File: src/address_region_table_defines.svh
// Assertion macros for the address region table.
// Both sample on the rising edge of clk and are off while rst_n is low.
`ifndef ADDRESS_REGION_TABLE_DEFINES_SVH
`define ADDRESS_REGION_TABLE_DEFINES_SVH

// Same-cycle implication
`define ART_ASSERT_IMPL(label, ante, cons, msg) \
    label: assert property (@(posedge clk) disable iff (!rst_n) (ante) |-> (cons)) \
        else $error(msg);

// Next-cycle implication
`define ART_ASSERT_NEXT(label, ante, cons, msg) \
    label: assert property (@(posedge clk) disable iff (!rst_n) (ante) |=> (cons)) \
        else $error(msg);

`endif

File: src/art_pkg.sv
package art_pkg;

    // Field widths of the channels
    localparam int ACTION_W   = 2;
    localparam int ADDR_W     = 48;
    localparam int SIZE_W     = 49;
    localparam int PROT_W     = 3;
    localparam int STATUS_W   = 3;
    localparam int SLOT_IDX_W = 4;
    localparam int LIVE_W     = 5;
    localparam int CFG_IDX_W  = 1;
    localparam int CFG_DATA_W = 49;

    typedef logic [ACTION_W-1:0]  action_t;
    typedef logic [STATUS_W-1:0]  status_t;
    typedef logic [CFG_IDX_W-1:0] cfg_idx_t;

    // Request actions
    localparam action_t ACT_LOOKUP = 2'd0;
    localparam action_t ACT_ENTER  = 2'd1;
    localparam action_t ACT_REMOVE = 2'd2;

    // Result status codes
    localparam status_t STAT_OK      = 3'd0;
    localparam status_t STAT_ZERO    = 3'd1;
    localparam status_t STAT_BADADDR = 3'd2;
    localparam status_t STAT_OVERLAP = 3'd3;
    localparam status_t STAT_FULL    = 3'd4;

    // Configuration register indexes
    localparam cfg_idx_t CFG_WINDOW_LOW  = 1'b0;
    localparam cfg_idx_t CFG_WINDOW_HIGH = 1'b1;

    // Sequencer states
    typedef enum logic [2:0] {
        S_IDLE,
        S_PREP,
        S_CHECK,
        S_SCAN,
        S_COMMIT,
        S_DONE
    } state_t;

    // One result item
    typedef struct packed {
        status_t                 status;
        logic                    hit;
        logic [SLOT_IDX_W-1:0]   slot_index;
        logic [ADDR_W-1:0]       found_start;
        logic [SIZE_W-1:0]       found_end;
        logic [PROT_W-1:0]       found_protection;
        logic [LIVE_W-1:0]       live_count;
    } rsp_item_t;

endpackage

File: src/art_req_if.sv
interface art_req_if;
    import art_pkg::*;

    logic                valid;
    logic                ready;
    action_t             action;
    logic [ADDR_W-1:0]   address;
    logic [SIZE_W-1:0]   region_size;
    logic [SIZE_W-1:0]   end_address;
    logic [PROT_W-1:0]   protection;

    modport source (
        output valid, action, address, region_size, end_address, protection,
        input  ready
    );

    modport sink (
        input  valid, action, address, region_size, end_address, protection,
        output ready
    );
endinterface

File: src/art_rsp_if.sv
interface art_rsp_if;
    import art_pkg::*;

    logic                    valid;
    logic                    ready;
    status_t                 status;
    logic                    hit;
    logic [SLOT_IDX_W-1:0]   slot_index;
    logic [ADDR_W-1:0]       found_start;
    logic [SIZE_W-1:0]       found_end;
    logic [PROT_W-1:0]       found_protection;
    logic [LIVE_W-1:0]       live_count;

    modport source (
        output valid, status, hit, slot_index, found_start, found_end,
               found_protection, live_count,
        input  ready
    );

    modport sink (
        input  valid, status, hit, slot_index, found_start, found_end,
               found_protection, live_count,
        output ready
    );
endinterface

File: src/art_cfg_if.sv
interface art_cfg_if;
    import art_pkg::*;

    logic                   valid;
    logic                   ready;
    cfg_idx_t               index;
    logic [CFG_DATA_W-1:0]  data;

    modport source (
        output valid, index, data,
        input  ready
    );

    modport sink (
        input  valid, index, data,
        output ready
    );
endinterface

File: src/art_slot_mem.sv
// Slot store: one write port, one read port, registered read data
module art_slot_mem #(
    parameter int DEPTH = 16,
    parameter int WIDTH = 76
) (
    input  logic                     clk,
    input  logic                     we,
    input  logic [$clog2(DEPTH)-1:0] waddr,
    input  logic [WIDTH-1:0]         wdata,
    input  logic [$clog2(DEPTH)-1:0] raddr,
    output logic [WIDTH-1:0]         rdata
);
    logic [WIDTH-1:0] mem [DEPTH];

    // Write port
    always_ff @(posedge clk)
    begin
        if (we)
        begin
            mem[waddr] <= wdata;
        end
    end

    // Read port
    always_ff @(posedge clk)
    begin
        rdata <= mem[raddr];
    end
endmodule

File: src/art_engine.sv
// Request sequencer: decodes an item, scans every slot through the slot
// store unless rejected early, then updates the table and builds the result.
module art_engine #(
    parameter int SLOTS      = 16,
    parameter int PAGE_SHIFT = 12,
    parameter int ADDR_BITS  = 48
) (
    input  logic                        clk,
    input  logic                        rst_n,
    art_req_if.sink                     req,
    input  logic [art_pkg::ADDR_W-1:0]  window_low,
    input  logic [art_pkg::SIZE_W-1:0]  window_high,
    input  logic                        out_free,
    output logic                        res_valid,
    output art_pkg::rsp_item_t          res_item
);
    import art_pkg::*;

    localparam int IDX_W = $clog2(SLOTS);
    localparam int CNT_W = $clog2(SLOTS + 1);
    localparam int RND_W = SIZE_W + 1;              // rounded end, may carry
    localparam int SP_W  = ADDR_W - PAGE_SHIFT;     // start page
    localparam int EP_W  = SIZE_W - PAGE_SHIFT;     // stored end page
    localparam int RP_W  = RND_W - PAGE_SHIFT;      // request end page
    localparam int ENT_W = SP_W + EP_W + PROT_W;
    localparam int AW    = (ADDR_BITS < ADDR_W) ? ADDR_BITS : ADDR_W;

    localparam logic [ADDR_W-1:0] ADDR_MASK =
        (AW == ADDR_W) ? '1 : ((ADDR_W'(1) << AW) - ADDR_W'(1));
    localparam logic [RND_W-1:0]  PAGE_MASK = (RND_W'(1) << PAGE_SHIFT) - RND_W'(1);
    localparam bit                AS_CHECK  = (ADDR_BITS < RND_W);
    localparam logic [RND_W-1:0]  AS_LIMIT  = RND_W'(1) << ADDR_BITS;
    localparam logic [CNT_W-1:0]  SLOT_CNT  = CNT_W'(SLOTS);

    state_t                 state_reg, state_next;
    action_t                act_reg;
    logic [SP_W-1:0]        spage_reg;
    logic [RP_W-1:0]        epage_reg;
    logic [PROT_W-1:0]      prot_reg;
    status_t                status_reg;

    logic [CNT_W-1:0]       issue_reg;
    logic                   chk_valid_reg;
    logic [IDX_W-1:0]       chk_idx_reg;

    logic                   found_reg;
    logic [IDX_W-1:0]       found_idx_reg;
    logic [SP_W-1:0]        fnd_s_reg;
    logic [EP_W-1:0]        fnd_e_reg;
    logic [PROT_W-1:0]      fnd_p_reg;
    logic                   overlap_reg;
    logic                   free_ok_reg;
    logic [IDX_W-1:0]       free_idx_reg;
    logic                   hit_reg;

    logic [SLOTS-1:0]       live_reg;
    logic [CNT_W-1:0]       total_reg;

    // Accept-time decode
    logic [ADDR_W-1:0]      addr_m;
    logic [RND_W-1:0]       size_sum;
    logic [RND_W-1:0]       rm_sum;
    logic [RP_W-1:0]        first_page;
    logic                   accept;

    // Scan compare
    logic                   mem_we;
    logic                   scan_issue;
    logic [IDX_W-1:0]       mem_raddr;
    logic [ENT_W-1:0]       mem_rdata;
    logic [ENT_W-1:0]       mem_wdata;
    logic [SP_W-1:0]        ent_s;
    logic [EP_W-1:0]        ent_e;
    logic [PROT_W-1:0]      ent_p;
    logic [RP_W-1:0]        ent_e_x;
    logic [RP_W-1:0]        ent_s_x;
    logic [RP_W-1:0]        spage_x;
    logic                   chk_live;
    logic                   match;
    logic                   overlaps;
    logic                   take_match;
    logic                   take_free;

    // Enter checks
    logic [ADDR_W-1:0]      start_addr;
    logic [RND_W-1:0]       end_addr;
    logic                   len_zero;
    logic                   win_bad;

    art_slot_mem #(
        .DEPTH (SLOTS),
        .WIDTH (ENT_W)
    ) u_mem (
        .clk   (clk),
        .we    (mem_we),
        .waddr (free_idx_reg),
        .wdata (mem_wdata),
        .raddr (mem_raddr),
        .rdata (mem_rdata)
    );

    // Page numbers of the incoming item
    always_comb
    begin
        addr_m   = req.address & ADDR_MASK;
        size_sum = {1'b0, req.region_size} + PAGE_MASK;
        rm_sum   = {1'b0, req.end_address} + PAGE_MASK;
        if (req.action == ACT_REMOVE)
        begin
            first_page = rm_sum[RND_W-1:PAGE_SHIFT];
        end
        else
        begin
            first_page = size_sum[RND_W-1:PAGE_SHIFT];
        end
    end

    // Slot entry compare against the request
    always_comb
    begin
        ent_s    = mem_rdata[ENT_W-1 -: SP_W];
        ent_e    = mem_rdata[PROT_W +: EP_W];
        ent_p    = mem_rdata[PROT_W-1:0];
        ent_e_x  = RP_W'(ent_e);
        ent_s_x  = RP_W'(ent_s);
        spage_x  = RP_W'(spage_reg);
        chk_live = live_reg[chk_idx_reg];
        overlaps = (spage_x < ent_e_x) && (epage_reg > ent_s_x);
        case (act_reg)
            ACT_LOOKUP: match = (spage_x >= ent_s_x) && (spage_x < ent_e_x);
            ACT_REMOVE: match = (spage_reg == ent_s) && (epage_reg == ent_e_x);
            default:    match = 1'b0;
        endcase
        take_match = chk_valid_reg && chk_live && match && !found_reg;
        take_free  = chk_valid_reg && !chk_live && !free_ok_reg;
    end

    // Enter window and size checks
    always_comb
    begin
        start_addr = {spage_reg, {PAGE_SHIFT{1'b0}}};
        end_addr   = {epage_reg, {PAGE_SHIFT{1'b0}}};
        len_zero   = (epage_reg == spage_x);
        win_bad    = (start_addr < window_low)
                  || (end_addr > RND_W'(window_high))
                  || (AS_CHECK && (end_addr > AS_LIMIT));
    end

    // Next state
    always_comb
    begin
        state_next = state_reg;
        unique case (state_reg)
            S_IDLE:
            begin
                if (req.valid)
                begin
                    state_next = S_PREP;
                end
            end
            S_PREP:
            begin
                unique case (act_reg)
                    ACT_LOOKUP, ACT_REMOVE: state_next = S_SCAN;
                    ACT_ENTER:              state_next = S_CHECK;
                    default:                state_next = S_DONE;
                endcase
            end
            S_CHECK:
            begin
                if (len_zero || win_bad)
                begin
                    state_next = S_DONE;
                end
                else
                begin
                    state_next = S_SCAN;
                end
            end
            S_SCAN:
            begin
                if ((issue_reg == SLOT_CNT) && !chk_valid_reg)
                begin
                    state_next = S_COMMIT;
                end
            end
            S_COMMIT:
            begin
                state_next = S_DONE;
            end
            S_DONE:
            begin
                if (out_free)
                begin
                    state_next = S_IDLE;
                end
            end
            default:
            begin
                state_next = S_IDLE;
            end
        endcase
    end

    // State outputs
    always_comb
    begin
        req.ready  = (state_reg == S_IDLE);
        accept     = req.valid && (state_reg == S_IDLE);
        scan_issue = (state_reg == S_SCAN) && (issue_reg < SLOT_CNT);
        mem_raddr  = issue_reg[IDX_W-1:0];
        mem_we     = (state_reg == S_COMMIT) && (act_reg == ACT_ENTER)
                  && !overlap_reg && free_ok_reg;
        mem_wdata  = {spage_reg, epage_reg[EP_W-1:0], prot_reg};
        res_valid  = (state_reg == S_DONE) && out_free;
    end

    // Control registers
    always_ff @(posedge clk or negedge rst_n)
    begin
        if (!rst_n)
        begin
            state_reg     <= S_IDLE;
            issue_reg     <= '0;
            chk_valid_reg <= 1'b0;
            found_reg     <= 1'b0;
            overlap_reg   <= 1'b0;
            free_ok_reg   <= 1'b0;
            hit_reg       <= 1'b0;
            live_reg      <= '0;
            total_reg     <= '0;
        end
        else
        begin
            state_reg <= state_next;
            if (accept)
            begin
                issue_reg     <= '0;
                chk_valid_reg <= 1'b0;
                found_reg     <= 1'b0;
                overlap_reg   <= 1'b0;
                free_ok_reg   <= 1'b0;
                hit_reg       <= 1'b0;
            end
            if (state_reg == S_SCAN)
            begin
                chk_valid_reg <= scan_issue;
                if (scan_issue)
                begin
                    issue_reg <= issue_reg + CNT_W'(1);
                end
                if (take_match)
                begin
                    found_reg <= 1'b1;
                end
                if (chk_valid_reg && chk_live && overlaps)
                begin
                    overlap_reg <= 1'b1;
                end
                if (take_free)
                begin
                    free_ok_reg <= 1'b1;
                end
            end
            // Table update
            if (state_reg == S_COMMIT)
            begin
                hit_reg <= (act_reg == ACT_LOOKUP) && found_reg;
                if (mem_we)
                begin
                    live_reg[free_idx_reg] <= 1'b1;
                    total_reg              <= total_reg + CNT_W'(1);
                end
                if ((act_reg == ACT_REMOVE) && found_reg)
                begin
                    live_reg[found_idx_reg] <= 1'b0;
                    if (total_reg != '0)
                    begin
                        total_reg <= total_reg - CNT_W'(1);
                    end
                end
            end
        end
    end

    // Request and scan payload
    always_ff @(posedge clk)
    begin
        if (accept)
        begin
            act_reg   <= req.action;
            spage_reg <= addr_m[ADDR_W-1:PAGE_SHIFT];
            epage_reg <= first_page;
            prot_reg  <= req.protection;
        end
        if (state_reg == S_PREP)
        begin
            status_reg <= STAT_BADADDR;
            if (act_reg == ACT_ENTER)
            begin
                epage_reg <= spage_x + epage_reg;
            end
        end
        if (state_reg == S_CHECK)
        begin
            status_reg <= len_zero ? STAT_ZERO : STAT_BADADDR;
        end
        if (state_reg == S_SCAN)
        begin
            chk_idx_reg <= mem_raddr;
            if (take_match)
            begin
                found_idx_reg <= chk_idx_reg;
                fnd_s_reg     <= ent_s;
                fnd_e_reg     <= ent_e;
                fnd_p_reg     <= ent_p;
            end
            if (take_free)
            begin
                free_idx_reg <= chk_idx_reg;
            end
        end
        // Final status
        if (state_reg == S_COMMIT)
        begin
            unique case (act_reg)
                ACT_ENTER:
                begin
                    if (overlap_reg)
                    begin
                        status_reg <= STAT_OVERLAP;
                    end
                    else if (free_ok_reg)
                    begin
                        status_reg <= STAT_OK;
                    end
                    else
                    begin
                        status_reg <= STAT_FULL;
                    end
                end
                ACT_LOOKUP, ACT_REMOVE:
                begin
                    status_reg <= found_reg ? STAT_OK : STAT_BADADDR;
                end
                default:
                begin
                    status_reg <= STAT_BADADDR;
                end
            endcase
        end
    end

    // Result item
    always_comb
    begin
        res_item.status = status_reg;
        res_item.hit    = hit_reg;
        if (status_reg != STAT_OK)
        begin
            res_item.slot_index = '0;
        end
        else if (act_reg == ACT_ENTER)
        begin
            res_item.slot_index = SLOT_IDX_W'(free_idx_reg);
        end
        else
        begin
            res_item.slot_index = SLOT_IDX_W'(found_idx_reg);
        end
        if (hit_reg)
        begin
            res_item.found_start      = {fnd_s_reg, {PAGE_SHIFT{1'b0}}};
            res_item.found_end        = {fnd_e_reg, {PAGE_SHIFT{1'b0}}};
            res_item.found_protection = fnd_p_reg;
        end
        else
        begin
            res_item.found_start      = '0;
            res_item.found_end        = '0;
            res_item.found_protection = '0;
        end
        res_item.live_count = LIVE_W'(total_reg);
    end
endmodule

File: src/address_region_table.sv
// Channel | Dir | Payload
// req     | in  | action, address, region_size, end_address, protection
// rsp     | out | status, hit, slot_index, found_start/end/protection, live_count
// cfg     | in  | index (0 window_low, 1 window_high), data; always ready
//
// One item at a time: lookup and remove scan every slot, enter checks first;
// the full scan reads one slot from the slot store each cycle.
// A bad action, zero size or window failure finishes without a scan.
// Reset empties the table and sets the window to [0, 2^48); no clearing pass.
// The result sits in an output register; a stalled rsp holds only the
// sequencer's last step, and req may be taken while the result waits.
`include "address_region_table_defines.svh"

module address_region_table #(
    parameter int SLOTS      = 16,
    parameter int PAGE_SHIFT = 12,
    parameter int ADDR_BITS  = 48
) (
    input  logic       clk,
    input  logic       rst_n,
    art_req_if.sink    req,
    art_rsp_if.source  rsp,
    art_cfg_if.sink    cfg
);
    import art_pkg::*;

    logic [ADDR_W-1:0]  window_low_reg;
    logic [SIZE_W-1:0]  window_high_reg;
    rsp_item_t          rsp_item_reg;
    logic               rsp_valid_reg;
    logic               out_free;
    logic               res_valid;
    rsp_item_t          res_item;

    art_engine #(
        .SLOTS      (SLOTS),
        .PAGE_SHIFT (PAGE_SHIFT),
        .ADDR_BITS  (ADDR_BITS)
    ) u_engine (
        .clk         (clk),
        .rst_n       (rst_n),
        .req         (req),
        .window_low  (window_low_reg),
        .window_high (window_high_reg),
        .out_free    (out_free),
        .res_valid   (res_valid),
        .res_item    (res_item)
    );

    // Window registers
    assign cfg.ready = 1'b1;

    always_ff @(posedge clk or negedge rst_n)
    begin
        if (!rst_n)
        begin
            window_low_reg  <= '0;
            window_high_reg <= SIZE_W'(1) << ADDR_W;
        end
        else if (cfg.valid)
        begin
            unique case (cfg.index)
                CFG_WINDOW_LOW:  window_low_reg  <= cfg.data[ADDR_W-1:0];
                CFG_WINDOW_HIGH: window_high_reg <= cfg.data[SIZE_W-1:0];
                default:         window_low_reg  <= window_low_reg;
            endcase
        end
    end

    // Output register
    assign out_free = !rsp_valid_reg || rsp.ready;

    always_ff @(posedge clk or negedge rst_n)
    begin
        if (!rst_n)
        begin
            rsp_valid_reg <= 1'b0;
        end
        else if (res_valid)
        begin
            rsp_valid_reg <= 1'b1;
        end
        else if (rsp.ready)
        begin
            rsp_valid_reg <= 1'b0;
        end
    end

    always_ff @(posedge clk)
    begin
        if (res_valid)
        begin
            rsp_item_reg <= res_item;
        end
    end

    assign rsp.valid            = rsp_valid_reg;
    assign rsp.status           = rsp_item_reg.status;
    assign rsp.hit              = rsp_item_reg.hit;
    assign rsp.slot_index       = rsp_item_reg.slot_index;
    assign rsp.found_start      = rsp_item_reg.found_start;
    assign rsp.found_end        = rsp_item_reg.found_end;
    assign rsp.found_protection = rsp_item_reg.found_protection;
    assign rsp.live_count       = rsp_item_reg.live_count;

    // Checks
    `ART_ASSERT_IMPL(a_hit_region, rsp.valid && rsp.hit,
        (rsp.status == STAT_OK) && (rsp.found_end > SIZE_W'(rsp.found_start)),
        "lookup hit without a nonempty region")
    `ART_ASSERT_IMPL(a_fail_clean, rsp.valid && (rsp.status != STAT_OK),
        (rsp.slot_index == '0) && !rsp.hit,
        "failed item reports a slot or a hit")
    `ART_ASSERT_NEXT(a_one_item, req.valid && req.ready, !req.ready,
        "second item taken while one is in work")
endmodule

File: src/flat_wrapper.sv
// flat-port wrapper written by rule: the top's interface ports become plain ports
module address_region_table_flat import art_pkg::*;
#(
    parameter int SLOTS      = 16,
    parameter int PAGE_SHIFT = 12,
    parameter int ADDR_BITS  = 48
)
  (clk, rst_n, req_valid, req_action, req_address, req_region_size, req_end_address, req_protection, req_ready, rsp_valid, rsp_status, rsp_hit, rsp_slot_index, rsp_found_start, rsp_found_end, rsp_found_protection, rsp_live_count, rsp_ready, cfg_valid, cfg_index, cfg_data, cfg_ready);
  art_req_if req_i ();
  art_rsp_if rsp_i ();
  art_cfg_if cfg_i ();
  input  logic clk;
  input  logic rst_n;
  input wire logic [$bits(req_i.valid)-1:0] req_valid;
  input wire logic [$bits(req_i.action)-1:0] req_action;
  input wire logic [$bits(req_i.address)-1:0] req_address;
  input wire logic [$bits(req_i.region_size)-1:0] req_region_size;
  input wire logic [$bits(req_i.end_address)-1:0] req_end_address;
  input wire logic [$bits(req_i.protection)-1:0] req_protection;
  output wire logic [$bits(req_i.ready)-1:0] req_ready;
  output wire logic [$bits(rsp_i.valid)-1:0] rsp_valid;
  output wire logic [$bits(rsp_i.status)-1:0] rsp_status;
  output wire logic [$bits(rsp_i.hit)-1:0] rsp_hit;
  output wire logic [$bits(rsp_i.slot_index)-1:0] rsp_slot_index;
  output wire logic [$bits(rsp_i.found_start)-1:0] rsp_found_start;
  output wire logic [$bits(rsp_i.found_end)-1:0] rsp_found_end;
  output wire logic [$bits(rsp_i.found_protection)-1:0] rsp_found_protection;
  output wire logic [$bits(rsp_i.live_count)-1:0] rsp_live_count;
  input wire logic [$bits(rsp_i.ready)-1:0] rsp_ready;
  input wire logic [$bits(cfg_i.valid)-1:0] cfg_valid;
  input wire logic [$bits(cfg_i.index)-1:0] cfg_index;
  input wire logic [$bits(cfg_i.data)-1:0] cfg_data;
  output wire logic [$bits(cfg_i.ready)-1:0] cfg_ready;
  assign req_i.valid = req_valid;
  assign req_i.action = req_action;
  assign req_i.address = req_address;
  assign req_i.region_size = req_region_size;
  assign req_i.end_address = req_end_address;
  assign req_i.protection = req_protection;
  assign req_ready = req_i.ready;
  assign rsp_valid = rsp_i.valid;
  assign rsp_status = rsp_i.status;
  assign rsp_hit = rsp_i.hit;
  assign rsp_slot_index = rsp_i.slot_index;
  assign rsp_found_start = rsp_i.found_start;
  assign rsp_found_end = rsp_i.found_end;
  assign rsp_found_protection = rsp_i.found_protection;
  assign rsp_live_count = rsp_i.live_count;
  assign rsp_i.ready = rsp_ready;
  assign cfg_i.valid = cfg_valid;
  assign cfg_i.index = cfg_index;
  assign cfg_i.data = cfg_data;
  assign cfg_ready = cfg_i.ready;
  address_region_table #(.SLOTS(SLOTS), .PAGE_SHIFT(PAGE_SHIFT), .ADDR_BITS(ADDR_BITS)) u_core (.clk(clk), .rst_n(rst_n), .req(req_i), .rsp(rsp_i), .cfg(cfg_i));
endmodule
File: config.mk
export PLATFORM = sky130hd
export DESIGN_NAME = address_region_table_flat
export DESIGN_NICKNAME = d
export VERILOG_FILES = /design/src/art_pkg.sv /design/src/art_req_if.sv /design/src/art_rsp_if.sv /design/src/art_cfg_if.sv /design/src/art_slot_mem.sv /design/src/art_engine.sv /design/src/address_region_table.sv /design/src/flat_wrapper.sv
export VERILOG_INCLUDE_DIRS = /design/src /design/src/src
export SDC_FILE = /design/constraint.sdc
export NUM_CORES = 2
export LEC_CHECK = 0
export BUFFER_PORTS_ARGS = -buffer_cell sky130_fd_sc_hd__buf_4
export CAP_MARGIN = 40
export CORE_MARGIN = 2
export CORE_UTILIZATION = 48
export DETAILED_ROUTE_END_ITERATION = 7
export GPL_ROUTABILITY_DRIVEN = 0
export SYNTH_ARGS = -nofsm -noshare
export SYNTH_HDL_FRONTEND = slang
export SYNTH_SLANG_ARGS = --single-unit
File: constraint.sdc
create_clock -name clk -period 8.35 [get_ports clk]
set_input_delay 2.505 -clock clk [delete_from_list [all_inputs] [get_ports clk]]
set_output_delay 2.505 -clock clk [all_outputs]
set_load 0.01 [all_outputs]
==> metrics.md <==
| Metric | Value |
|---|---|
| Transition time at the pin with the least slew margin | `1015 ps` |
| Result of the run | `complete, no violations` |
| DPL Wire Length | `roughly 120000 µm` |
| Max-slew violation count | `0` |
| Syn. warnings | `0` |
| Relative slew margins | `32.18%` |
| Die Width | `between 300 and 400 µm` |
| Height of the die | `between 300 and 400 µm` |
| Proportion of synthesized flip-flops having asynchronous set or reset | `between 7 and 8%` |
| Area Overhead vs Synth | `16.09%` |
| CTS buffer count | `roughly 170` |
| Portion of synthesized cell area occupied by the leading cell type | `61.95%` |
| Flip-flop count of the largest register, all copies and words added | `1216` |
| RSZ-0062 raised after global routing | `false` |
| Highest Clock Rate | `approximately 0.18 GHz` |
| Total Routing Usage GR | `between 20% and 30%` |
| Final setup violation count | `0` |
| Internal power of the cells | `about 0.018 W` |
| Arrival time of data at the critical path endpoint | `approximately 6300 ps` |
| Series of cell instances along the critical path | `buf_4 > nand2b_2 > buf_4 > mux2i_1 > nand3_1 > nor4_1 > and4_1 > nand3_2 > or3_1 > a311o_1` |
| Net switching power | `just over 0.008 W` |
| Number of DRC violations after detailed-routing iteration 0 | `roughly 4000` |
| Ratio of cells with drive above 1 in the final layout | `between 20% and 30%` |
| Total number of clock tree sinks | `between 1500 and 2000` |
| Vias in the first global route | `between 30000 and 40000` |
| Register bit total from synthesis | `roughly 1700` |
| Global-route wire length before repair | `277500 µm` |
| Effective utilization at floorplan | `around 48%` |
| Proportion of total power due to net switching | `between 30% and 40%` |
| FF+latch area | `about 50000 µm²` |
| Most frequent cells in the layout | `sky130_fd_sc_hd__edfxtp_1 (1437), sky130_fd_sc_hd__buf_4 (404), sky130_fd_sc_hd__mux4_2 (385)` |
| CP Max Fanout | `18` |
| Crit path largest cell delay | `600 ps` |
| Dominant synthesized flop cell | `sky130_fd_sc_hd__edfxtp_1` |
| DIE AREA | `around 150000 µm²` |
| Count of distinct cell types in the synthesized netlist | `between 70 and 80` |
| Sequential cell area fraction in the yosys report | `between 60% and 70%` |
| Area taken by multi-input logic gates | `about 20000 µm²` |
| Number of max-cap violations | `0` |
| Setup slack on the worst flop-to-flop path | `roughly 3900 ps` |
| Overall power of the completed layout | `around 0.026 W` |
| Via count | `~39000` |
| Area contributors post-synth | `sky130_fd_sc_hd__edfxtp_1 (62%), sky130_fd_sc_hd__mux4_2 (12%), sky130_fd_sc_hd__dfrtp_1 (4.7%), sky130_fd_sc_hd__ha_1 (4.0%), sky130_fd_sc_hd__dfxtp_1 (3.3%)` |
| Residual overflow from global routing | `0` |
| Clock-pin slew on the worst setup and hold paths | `~60 ps` |
| Count of buffers from port buffering | `roughly 280` |
| VDD IR max | `between 200 and 250 µV` |
| Syn Std Cell Area | `between 60000 and 70000 µm²` |
| Post-CTS setup buffer count | `0` |
| Post-DR vias/cell | `6.043` |
| Average routed wire per standard cell | `30.45 µm` |
| Slowest stage cell, crit path | `sky130_fd_sc_hd__nand2b_2` |
| Setup Skew | `37.50 ps` |
| Library cell occupying the most area in the post-synthesis netlist | `sky130_fd_sc_hd__edfxtp_1` |
| Remaining design rule violation count | `0` |
| Most frequent standard cell in the layout excluding fill and tap cells | `sky130_fd_sc_hd__edfxtp_1` |
| Type of the tightest min-delay check | `reg2reg` |
| Number of cells produced by synthesis | `roughly 4000` |
| Per-instance average area after synthesis | `17.73 µm²` |
| TritonCTS clock tree | `built` |
| Cell Rows | `roughly 140` |
| Detailed Route WL | `196000 µm` |
| Share of total power in combinational logic | `27.3%` |
| Hold Violations, Final | `0` |
| Number of flops mapped to enable cells by yosys | `1437` |
| Sequential share of power | `between 40% and 50%` |
| Cell type with the highest occurrence count on the critical path | `sky130_fd_sc_hd__buf_4` |
| Static leakage power | `about 29 nW` |
| Hold buffer count at cts | `0` |
| Core area | `143800 µm²` |
| Proportion of power drawn by the clock network | `approximately 30%` |
| Number of nets still failing antenna checks after routing | `0` |
| Clock tree buffer depth | `3` |
| Final worst path period need | `5606 ps` |
| Largest net degree at the start of global routing | `83` |
| Power per unit of standard cell area | `about 320 nW/µm²` |
| Number of nets in the finished design | `approximately 4800` |
| Element type at the critical path end | `flip-flop` |
| Boundary pin count | `roughly 320` |
| Number of filler cells placed in the layout | `roughly 11000` |
| Sort of element at the start of the critical path | `input pin` |
| Antenna violations before repair | `10` |
| Library cell used as clock root buffer | `sky130_fd_sc_hd__clkbuf_16` |
| Insertion delay to the later sink of the worst-skew pair | `~820 ps` |
| Classification of the worst setup path | `in2reg` |
| CP required | `just over 9000 ps` |
| Count of H-tree levels built during CTS | `4` |
| CTS resizes | `0` |
| Drt first pass iters | `5` |
| Period Utilization, post-route | `67.13%` |
| Final setup TNS | `0 ps` |
[power groups by stage]
stage | combinational [W] | sequential [W] | clock (W)
4_1_cts | 0.00700 | 0.0110 | 0.00783
3_5_place_dp | 0.00697 | 0.0112 | 0
6_report | 0.00705 | 0.0110 | 0.00770
5_1_grt | 0.00762 | 0.0111 | 0.00816
3_3_place_gp | 0.00676 | 0.0113 | 0
2_1_floorplan | 0.00432 | 0.0111 | 0
[cells by family after synthesis]
logic type | after synthesis | synth area share (%)
flops | 1683 | 69.97
simple gates | 634 | 4.609
mux | 479 | 13.91
compound gates | 453 | 4.113
buf+inv | 347 | 2.026
fa+ha+maj | 221 | 3.980
xor+xnor | 110 | 1.383
other cells | 2 | 0.01078
[metal layers]
layer	GRT usage, %	vias up	share of wire [%]
li1	-	16470	-
met2	41.28	1716	47
met1	39.36	20470	43
met5	0	-	0.0066
met4	6.706	2	2.2
met3	4.773	247	8.0
[cells in the mapped netlist (all sizes together), types with 69 or more instances]
cell	count
dfxtp	114
clkbuf	122
mux4	385
edfxtp	1437
inv	164
nand2	190
dfrtp	131
o21ai	130
a21o	69
a21oi	108
and2	84
nor2	103
ha	220
[worst paths after layout]
path / startpoint / depth (start not counted) / to
max in group asynchronous: rst_n / 3 / u_core.window_low_reg[0]
worst max-delay path: req_action[0] / 10 / u_core.u_engine.epage_reg[36]
worst min-delay path: u_core.u_engine.u_mem.rdata[0] / 0 / u_core.u_engine.fnd_p_reg[0]
worst min register to register: u_core.u_engine.u_mem.rdata[0] / 0 / u_core.u_engine.fnd_p_reg[0]
worst max register to register: u_core.u_engine.epage_reg[35] / 8 / u_core.u_engine.fnd_s_reg[22]
min in group asynchronous: rst_n / 1 / u_core.window_high_reg[33]
[layout make-up]
class | count | area share, %
antenna | 1 | 0.003095
sequential | 1683 | 60.29
clock inverter | 84 | 1.009
multi-input combinational | 1922 | 24.41
timing repair buffer | 436 | 4.551
tap | 1903 | 2.944
clock buffer | 244 | 6.024
inverter | 164 | 0.7628
[stage by stage]
stage	instance area, µm²	util [%]	std cells	hold WS, ps	setup WS, ps
floorplan	69750	-	3952	385.5	1111
global placement	74690	51.93	6083	392.6	2037
detailed placement	75170	52.26	6107	393.7	1947
CTS	80860	56.22	6435	407.4	2833
global route	80860	56.22	6436	412.5	2526
finish	80870	56.22	6437	405.0	2744
[worst max-delay path: cells and delay by family]
family,cells,cell delay (ps)
AO/OA/AOI/OAI,1,350
multiplexers,1,550
AND/OR/NAND/NOR,6,2320
buffers and inverters,2,530
(Power assumes the default switching activity.)
